`src/mrkl_pkg.sv`:
```
package mrkl_pkg;

  typedef struct packed {
    logic        kind;
    logic [1:0]  word_index;
    logic [63:0] data_word;
    logic        last;
  } in_item_t;

  typedef struct packed {
    logic [63:0] root_word;
    logic [1:0]  root_index;
    logic        root_last;
  } out_item_t;

  localparam logic KIND_START  = 1'b0;
  localparam logic KIND_BRANCH = 1'b1;

  localparam logic [255:0] SHA_IV = {
    32'h6a09e667, 32'hbb67ae85, 32'h3c6ef372, 32'ha54ff53a,
    32'h510e527f, 32'h9b05688c, 32'h1f83d9ab, 32'h5be0cd19};

  function automatic logic [31:0] round_k(input logic [5:0] i);
    logic [31:0] k;
    case (i)
      6'd0: k = 32'h428a2f98;  6'd1: k = 32'h71374491;  6'd2: k = 32'hb5c0fbcf;
      6'd3: k = 32'he9b5dba5;  6'd4: k = 32'h3956c25b;  6'd5: k = 32'h59f111f1;
      6'd6: k = 32'h923f82a4;  6'd7: k = 32'hab1c5ed5;  6'd8: k = 32'hd807aa98;
      6'd9: k = 32'h12835b01;  6'd10: k = 32'h243185be; 6'd11: k = 32'h550c7dc3;
      6'd12: k = 32'h72be5d74; 6'd13: k = 32'h80deb1fe; 6'd14: k = 32'h9bdc06a7;
      6'd15: k = 32'hc19bf174; 6'd16: k = 32'he49b69c1; 6'd17: k = 32'hefbe4786;
      6'd18: k = 32'h0fc19dc6; 6'd19: k = 32'h240ca1cc; 6'd20: k = 32'h2de92c6f;
      6'd21: k = 32'h4a7484aa; 6'd22: k = 32'h5cb0a9dc; 6'd23: k = 32'h76f988da;
      6'd24: k = 32'h983e5152; 6'd25: k = 32'ha831c66d; 6'd26: k = 32'hb00327c8;
      6'd27: k = 32'hbf597fc7; 6'd28: k = 32'hc6e00bf3; 6'd29: k = 32'hd5a79147;
      6'd30: k = 32'h06ca6351; 6'd31: k = 32'h14292967; 6'd32: k = 32'h27b70a85;
      6'd33: k = 32'h2e1b2138; 6'd34: k = 32'h4d2c6dfc; 6'd35: k = 32'h53380d13;
      6'd36: k = 32'h650a7354; 6'd37: k = 32'h766a0abb; 6'd38: k = 32'h81c2c92e;
      6'd39: k = 32'h92722c85; 6'd40: k = 32'ha2bfe8a1; 6'd41: k = 32'ha81a664b;
      6'd42: k = 32'hc24b8b70; 6'd43: k = 32'hc76c51a3; 6'd44: k = 32'hd192e819;
      6'd45: k = 32'hd6990624; 6'd46: k = 32'hf40e3585; 6'd47: k = 32'h106aa070;
      6'd48: k = 32'h19a4c116; 6'd49: k = 32'h1e376c08; 6'd50: k = 32'h2748774c;
      6'd51: k = 32'h34b0bcb5; 6'd52: k = 32'h391c0cb3; 6'd53: k = 32'h4ed8aa4a;
      6'd54: k = 32'h5b9cca4f; 6'd55: k = 32'h682e6ff3; 6'd56: k = 32'h748f82ee;
      6'd57: k = 32'h78a5636f; 6'd58: k = 32'h84c87814; 6'd59: k = 32'h8cc70208;
      6'd60: k = 32'h90befffa; 6'd61: k = 32'ha4506ceb; 6'd62: k = 32'hbef9a3f7;
      default: k = 32'hc67178f2;
    endcase
    return k;
  endfunction

endpackage

```
`src/mrkl_sha_core.sv`:
```
// One SHA-256 compression, one round per cycle, rolling 16-word schedule.
module mrkl_sha_core (
  input  logic         clk,
  input  logic         rst_n,
  input  logic         start,
  input  logic [255:0] chain_in,
  input  logic [511:0] block_in,
  output logic         done,
  output logic [255:0] chain_out
);

  logic [31:0]  w_r [16];
  logic [31:0]  v_r [8];
  logic [31:0]  h_r [8];
  logic [5:0]   rnd_r;
  logic         busy_r;
  logic         done_r;

  function automatic logic [31:0] rotr(input logic [31:0] x, input int n);
    return (x >> n) | (x << (32 - n));
  endfunction

  logic [31:0] s0w, s1w, w_new, s1, ch, t1, s0, maj, t2;

  always_comb begin
    s0w   = rotr(w_r[1], 7) ^ rotr(w_r[1], 18) ^ (w_r[1] >> 3);
    s1w   = rotr(w_r[14], 17) ^ rotr(w_r[14], 19) ^ (w_r[14] >> 10);
    w_new = w_r[0] + s0w + w_r[9] + s1w;
    s1    = rotr(v_r[4], 6) ^ rotr(v_r[4], 11) ^ rotr(v_r[4], 25);
    ch    = (v_r[4] & v_r[5]) ^ (~v_r[4] & v_r[6]);
    t1    = v_r[7] + s1 + ch + mrkl_pkg::round_k(rnd_r) + w_r[0];
    s0    = rotr(v_r[0], 2) ^ rotr(v_r[0], 13) ^ rotr(v_r[0], 22);
    maj   = (v_r[0] & v_r[1]) ^ (v_r[0] & v_r[2]) ^ (v_r[1] & v_r[2]);
    t2    = s0 + maj;
  end

  always_ff @(posedge clk) begin
    if (!rst_n) begin
      busy_r <= 1'b0;
      done_r <= 1'b0;
      rnd_r  <= '0;
    end else begin
      done_r <= 1'b0;
      if (start) begin
        busy_r <= 1'b1;
        rnd_r  <= '0;
        for (int i = 0; i < 16; i++) w_r[i] <= block_in[511 - 32*i -: 32];
        for (int i = 0; i < 8; i++) begin
          v_r[i] <= chain_in[255 - 32*i -: 32];
          h_r[i] <= chain_in[255 - 32*i -: 32];
        end
      end else if (busy_r) begin
        for (int i = 0; i < 15; i++) w_r[i] <= w_r[i+1];
        w_r[15] <= w_new;
        v_r[7] <= v_r[6]; v_r[6] <= v_r[5]; v_r[5] <= v_r[4];
        v_r[4] <= v_r[3] + t1;
        v_r[3] <= v_r[2]; v_r[2] <= v_r[1]; v_r[1] <= v_r[0];
        v_r[0] <= t1 + t2;
        rnd_r  <= rnd_r + 6'd1;
        if (rnd_r == 6'd63) begin
          busy_r <= 1'b0;
          done_r <= 1'b1;
        end
      end
      if (done_r) begin
        for (int i = 0; i < 8; i++) h_r[i] <= h_r[i] + v_r[i];
      end
    end
  end

  // chain_out valid while done is high
  always_comb begin
    for (int i = 0; i < 8; i++) chain_out[255 - 32*i -: 32] = h_r[i];
  end
  logic done_d_r;
  always_ff @(posedge clk) begin
    if (!rst_n) done_d_r <= 1'b0;
    else        done_d_r <= done_r;
  end
  assign done = done_d_r;

endmodule

```
`src/merkle_root_from_branch.sv`:
```
// Folds a Merkle branch onto a start hash with double SHA-256. Words come in as
// 64-bit pieces; a branch word with index 3 triggers three compressions on one
// shared round unit (64 rounds each), during which in_ready is low. Other
// words are stored without a compression. A word 3 with last set then emits
// the four root words, one per accepted out transfer.
module merkle_root_from_branch (
  input  logic                clk,
  input  logic                rst_n,
  input  logic                in_valid,
  output logic                in_ready,
  input  mrkl_pkg::in_item_t  in_data,
  output logic                out_valid,
  input  logic                out_ready,
  output mrkl_pkg::out_item_t out_data
);

  typedef enum logic [2:0] {S_IDLE, S_C1, S_C2, S_C3, S_EMIT} state_t;

  state_t       state_r;
  logic [63:0]  run_r [4];
  logic [63:0]  br_r  [4];
  logic         emit_after_r;
  logic [1:0]   oidx_r;
  logic         sha_start_r;
  logic [255:0] sha_chain_r;
  logic [511:0] sha_block_r;
  logic         sha_done;
  logic [255:0] sha_out;

  mrkl_sha_core u_sha (
    .clk      (clk),
    .rst_n    (rst_n),
    .start    (sha_start_r),
    .chain_in (sha_chain_r),
    .block_in (sha_block_r),
    .done     (sha_done),
    .chain_out(sha_out)
  );

  assign in_ready  = (state_r == S_IDLE);
  assign out_valid = (state_r == S_EMIT);
  assign out_data.root_word  = run_r[oidx_r];
  assign out_data.root_index = oidx_r;
  assign out_data.root_last  = (oidx_r == 2'd3);

  always_ff @(posedge clk) begin
    if (!rst_n) begin
      state_r      <= S_IDLE;
      sha_start_r  <= 1'b0;
      oidx_r       <= '0;
      emit_after_r <= 1'b0;
    end else begin
      sha_start_r <= 1'b0;
      unique case (state_r)
        S_IDLE: begin
          if (in_valid) begin
            emit_after_r <= in_data.last;
            oidx_r       <= '0;
            if (in_data.kind == mrkl_pkg::KIND_START) begin
              run_r[in_data.word_index] <= in_data.data_word;
              if (in_data.last && in_data.word_index == 2'd3) state_r <= S_EMIT;
            end else begin
              br_r[in_data.word_index] <= in_data.data_word;
              if (in_data.word_index == 2'd3) begin
                sha_chain_r <= mrkl_pkg::SHA_IV;
                sha_block_r <= {run_r[0], run_r[1], run_r[2], run_r[3],
                                br_r[0], br_r[1], br_r[2], in_data.data_word};
                sha_start_r <= 1'b1;
                state_r     <= S_C1;
              end
            end
          end
        end
        S_C1: begin
          if (sha_done) begin
            sha_chain_r <= sha_out;
            sha_block_r <= {32'h80000000, 416'd0, 64'd512};
            sha_start_r <= 1'b1;
            state_r     <= S_C2;
          end
        end
        S_C2: begin
          if (sha_done) begin
            sha_chain_r <= mrkl_pkg::SHA_IV;
            sha_block_r <= {sha_out, 32'h80000000, 160'd0, 64'd256};
            sha_start_r <= 1'b1;
            state_r     <= S_C3;
          end
        end
        S_C3: begin
          if (sha_done) begin
            for (int i = 0; i < 4; i++) run_r[i] <= sha_out[255 - 64*i -: 64];
            state_r <= emit_after_r ? S_EMIT : S_IDLE;
          end
        end
        S_EMIT: begin
          if (out_ready) begin
            oidx_r <= oidx_r + 2'd1;
            if (oidx_r == 2'd3) state_r <= S_IDLE;
          end
        end
        default: state_r <= S_IDLE;
      endcase
    end
  end

endmodule
```
`config.mk`:
```
export PLATFORM = sky130hd
export DESIGN_NAME = merkle_root_from_branch
export DESIGN_NICKNAME = d
export VERILOG_FILES = /design/src/mrkl_pkg.sv /design/src/mrkl_sha_core.sv /design/src/merkle_root_from_branch.sv
export SDC_FILE = /design/constraint.sdc
export NUM_CORES = 2
export LEC_CHECK = 0
export BUFFER_PORTS_ARGS = -buffer_cell sky130_fd_sc_hd__buf_2
export CAP_MARGIN = 40
export CORE_UTILIZATION = 35
export DETAILED_ROUTE_END_ITERATION = 10
export GPL_ROUTABILITY_DRIVEN = 0
export SETUP_SLACK_MARGIN = 0.15
export SYNTH_ARGS = -nofsm -noshare
export SYNTH_HDL_FRONTEND = slang
export SYNTH_HIERARCHICAL = 1
export SYNTH_SLANG_ARGS = --single-unit
export TNS_END_PERCENT = 50
```
`constraint.sdc`:
```
create_clock -name clk -period 59.2 [get_ports clk]
set_input_delay 11.84 -clock clk [delete_from_list [all_inputs] [get_ports clk]]
set_output_delay 11.84 -clock clk [all_outputs]
set_load 0.005 [all_outputs]
```
## After elaboration in Yosys (flattened, before gate mapping)

Memories as Yosys holds them, arrays and structs flattened. A register that Yosys moved wholly into a read port is not among the register bits.
Index checks and enable logic that the tools add are counted.

- Multiplexer cells: 97
- Equality and inequality tests: 17
- Reductions and logical operators: 12
- Add/subtract/negate cells: 20
- Bitwise operators: 61

Operators by type and width:

| kind | count |
|---|---|
| $mux W512 | 5 |
| $pmux W512 S3 | 1 |
| $mux W256 | 5 |
| $mux W32 | 32 |
| $pmux W256 S3 | 1 |
| $add A32 B32 Y32 | 18 |
| $xor A32 B32 Y32 | 9 |
| $and A32 B32 Y32 | 5 |
| $mux W64 | 1 |
| $reduce_or A64 Y1 | 1 |
| $mux W1 | 32 |
| $not A32 Y32 | 1 |
| $or A1 B1 Y1 | 32 |
| $or A10 B32 Y32 | 1 |
| $or A13 B32 Y32 | 1 |
| $or A14 B32 Y32 | 1 |
| $or A15 B32 Y32 | 1 |
| $or A19 B32 Y32 | 1 |
| $or A21 B32 Y32 | 1 |
| $or A25 B32 Y32 | 1 |
| $or A26 B32 Y32 | 1 |
| $or A30 B32 Y32 | 1 |
| $or A7 B32 Y32 | 1 |
| $xor A32 B22 Y32 | 1 |
| other kinds (29) | 53 |

- Output and inout bits: 69
- Memory bits (writable): 1536
- Register bits after elaboration: 784
- Memories kept: 6
- Logic and storage cells: 223
- Memory bits (read-only): 2048

Memories:

| memory | words | width | rd ports | clocked after Yosys merged registers in | wr ports | line | text |
|---|---|---|---|---|---|---|---|
| (no name shown) | 64 | 32 | 1 | 1 | 0 | mrkl_pkg.sv:25 | `case (i)` |
| u_sha.w_r | 16 | 32 | 16 | 0 | 16 | mrkl_sha_core.sv:12 | `logic [31:0] w_r [16];` |
| br_r | 4 | 64 | 3 | 0 | 1 | merkle_root_from_branch.sv:21 | `logic [63:0] br_r [4];` |
| run_r | 4 | 64 | 5 | 1 | 4 | merkle_root_from_branch.sv:20 | `logic [63:0] run_r [4];` |
| u_sha.h_r | 8 | 32 | 8 | 0 | 8 | mrkl_sha_core.sv:14 | `logic [31:0] h_r [8];` |
| u_sha.v_r | 8 | 32 | 8 | 0 | 8 | mrkl_sha_core.sv:13 | `logic [31:0] v_r [8];` |

## Longest topological paths before layout

- Depth in word-level cells: 9
- Depth in mapped cells: 35
- Depth with buffers taken out: 34

## Modules after synthesis

Netlist, hierarchy kept.

Modules (own cells, without submodules):

| module | area each (µm²) | cells an instance | instances | seq. area each (µm²) |
|---|---|---|---|---|
| mrkl_sha_core | 71294.6 | 6685 | 1 | 31570.3 |
| merkle_root_from_branch | 47777.1 | 2551 | 1 | 36695.2 |

## Least setup slack after synthesis

OpenSTA, ideal clock, no wires.

- Path kind: in2reg
- Start: input in_data[65] (netlist bit)
- End: register sha_block_r[0], enable pin
- Path buffers: 0
- Cell stages on the path: 3
- Slack: 13.428 ns
- Arrival time: 43.851 ns
- Cell sequence: and4_1 a22oi_1 nor2_1

- Word-level cells in the longest chain between the ends: 3

Ends and longest elaborated chain:

| item | line | text |
|---|---|---|
| start, declared | merkle_root_from_branch.sv:11 | `input mrkl_pkg::in_item_t in_data,` |
| $eq A2 B2 Y1 | merkle_root_from_branch.sv:64 | `if (in_data.word_index == 2'd3) begin` |
| $ne A2 B1 Y1 (no source line) | - |  |
| $reduce_and A7 Y1 (no source line) | - |  |
| end signal, assigned | merkle_root_from_branch.sv:66 | `sha_block_r <= {run_r[0], run_r[1], run_r[2], run_r[3],` |
| end signal, assigned | merkle_root_from_branch.sv:77 | `sha_block_r <= {32'h80000000, 416'd0, 64'd512};` |
| end signal, assigned | merkle_root_from_branch.sv:85 | `sha_block_r <= {sha_out, 32'h80000000, 160'd0, 64'd256};` |
| end, declared | merkle_root_from_branch.sv:26 | `logic [511:0] sha_block_r;` |

Every way passes these cells.
A chain may end at the register's enable or synchronous reset.

==> results.py <==
metrics = {
    "setup_path": {
        "slowest_delay_ps": 740,
        "cpLargestDelayFamily": "buffers and inverters",
        "crit_path_end_kind": "flop",
        "critPathMaxFanout": 57,
        "path_cells": "buf_2, o21a_4, buf_16, buf_4, buf_4, buf_4, buf_12, buf_4, buf_4, buf_12",
        "slowest_stage": "buf_4",
        "cp_num_buf_inv": 9,
        "critical_path_class": "in -> reg",
        "crit_top_cell": "buf_4",
        "critPathArrivalTime_ps": 16540,
        "startpoint_type": "input port",
        "required_ps": 59790,
    },
    "floorplan": {
        "start_util_pct": 35.3,
        "fp.coreArea_um2": 338000,
        "die_w_um": 585,
        "die_area_um2": 343000,
        "ios": 141,
        "dieHeight_um": 585,
        "num_rows": 213,
    },
    "cts": {
        "htree_levels": 4,
        "cts_num_sinks": 2290,
        "insertion_delay_ps": 940,
        "ctsResizeCount": 0,
        "cts_buffer_depth": 3,
        "postCtsSetupRepairBufs": 0,
        "root_buffer": "clkbuf_16",
        "cts_tree": "yes",
        "cts.reportedPaths.clkPinSlew_ps": 60,
        "cts_buffers": 237,
        "cts_hold_buffers": 0,
    },
    "synthesis": {
        "async_reset_ff_share_pct": 0,
        "avgSynthCellArea_um2": 12.9,
        "ys_seq_area_share_pct": 57.3,
        "synth_area_um2": 119000,
        "synth_top_area_cell": "edfxtp_1",
        "yosys_register_bits": 2290,
        "synth_ff_type": "edfxtp_1",
        "yosysUniqueCellTypes": 108,
        "synth-edff-count": 2240,
        "synth.most_common_cell": "edfxtp_1",
        "synth_fp_nets": 9894,
        "ys_top_cells_by_count": "2240 x edfxtp_1, 1006 x nand2_1, 607 x mux2_2",
        "synth_area_leaders": "edfxtp_1 56%, mux2_2 5.7%, ha_1 4.1%, fa_1 3.3%, nand2_1 3.2%",
        "synth_top_area_share_pct": 56.5,
        "synth_warnings": 6,
        "netlist_instances": 9236,
    },
    "timing": {
        "setup_tns_ps": 0,
        "final_hold_viol_count": 0,
        "slew_headroom_pct": 10.9,
        "rsz0062_at_grt": "no",
        "report.final.slew_viol_count": 0,
        "fmax_ghz": 0.0627,
        "post-route-period-util_pct": 26.9,
        "worstMarginPinSlew_ps": 1340,
        "setup_viol": 0,
        "min_period_ps": 15950,
        "fin_skew_ps": 40.3,
    },
    "placement": {
        "hpwl_um": 289000,
        "port_buffers": 140,
        "placed_cell_area_um2": 125000,
    },
    "layout": {
        "final_area_um2": 133000,
        "syn2layout_area_growth_pct": 12.0,
        "nNetsFinal": 9953,
        "drive_above_1_share_pct": 15.1,
    },
    "drt": {
        "routedWlPerCell_um": 28.5,
        "ant_nets": 0,
        "routed_wl_um": 399000,
        "drc": 0,
        "via_per_inst": 5.73,
        "dr.pass1.iters": 9,
        "drt-initial-drc-count": 10600,
        "vias": 80400,
    },
    "global_route": {
        "grt_pass1_wl_um": 562000,
        "grt_max_degree": 157,
        "grt_pass1_vias": 76800,
        "grt_usage_pct": 22.8,
        "overflow": 0,
        "antenna_found_initial": 58,
    },
    "power": {
        "powerDensity_nw_per_um2": 28.4,
        "ir_worst_vdd_uv": 28.2,
        "leakage_nw": 47.4,
    },
    "min_path": {
        "hp-class": "reg -> reg",
    },
    "flow_run": {
        "drv_cap": 0,
    },
    "status": {
        "outcome": "finished, final reports clean",
    },
}
layout make-up:
type | instances | area, um2
multi-input combinational | 6128 | 47600
sequential | 2290 | 68300
clock buffer | 276 | 6150
tap | 4515 | 5650
clock inverter | 164 | 1870
timing repair buffer | 304 | 2540
antenna | 21 | 52.6
inverter | 334 | 1250
fill | 31400 | 204000
worst register-to-register path: cells and delay by family (launching register included):
family                     cells  cell delay, ps
AOI/OAI and AO/OA             13            2980
xor gates and xnor gates       4            1720
adders and majority gates      7            2710
buffers and inverters          5             390
DFF                            1             640
and+or+nand+nor                2             380
kinds of logic after synthesis:
family	after synthesis	synth area share (%)
flops	2290	57.3
simple gates	2245	9.03
compound gates	1842	10.3
mux	877	8.89
buf+inv	818	2.81
fa+ha+maj	590	7.42
xor+xnor	574	4.22
cells in the final DEF, fill, tap and decap left out, types with 260 or more instances in the layout:
cell      instances
inv_1           330
a22o_1          260
nand2_1        1002
xnor2_1         366
a21oi_1         409
nor2_1          278
o21ai_0         473
and2_1          267
edfxtp_1       2240
ha_1            391
mux2_2          607
final timing paths:
path / startpoint / to / slack [ps] / cells past startpoint
max: rst_n / u_sha/w_r[12][1]$_DFFE_PP_ / 43250 / 10
min reg2reg: sha_block_r[38]$_DFFE_PP_ / u_sha/w_r[14][6]$_DFFE_PP_ / 500 / 2
min: sha_block_r[38]$_DFFE_PP_ / u_sha/w_r[14][6]$_DFFE_PP_ / 500 / 2
max reg2reg: u_sha/v_r[0][154]$_DFFE_PP_ / u_sha/v_r[0][27]$_DFFE_PP_ / 50080 / 31
through the flow:
step / cells / util (%) / setup slack (ps) / power, mW / hold slack (ps)
after CTS: 14000 / 39.5 / 43240 / 3.80 / 505
final: 14000 / 39.5 / 43250 / 3.79 / 502
after global routing: 14000 / 39.5 / 43030 / 3.90 / 520
after detailed placement: 13600 / 37.1 / 42270 / 2.25 / 491
after floorplan: 9236 / - / 13430 / 2.12 / 464
after global placement: 13500 / 36.9 / 41780 / 2.24 / 489
power by group:
part / switching, mW / total (mW) / internal, mW
clock: 0.657 / 1.56 / 0.906
sequential: 0.0114 / 1.80 / 1.79
combinational: 0.273 / 0.434 / 0.161
registers in the layout (all words and copies together), names as in the netlist, named ones only:
signal        cells
u_sha/h_r       256
sha_block_r     512
sha_start_r       1
u_sha/done_r      1
emit_after_r      1
u_sha/v_r       256
sha_chain_r     256
run_r           256
u_sha/done        1
oidx_r            2
state_r           3
br_r            192
u_sha/busy_r      1
u_sha/w_r       512
u_sha/rnd_r       6
per-layer routing:
metal	wire, um	track usage (%)	part of all wire (%)	vias up
met4	19400	9.83	4.9	6
met1	165000	31.7	41	41000
met5	32	0	0.0080	-
met2	177000	34.9	44	4236
met3	37600	3.98	9.4	754
li1	-	-	-	34300
Note: power is estimated with default switching activity, not from simulation.
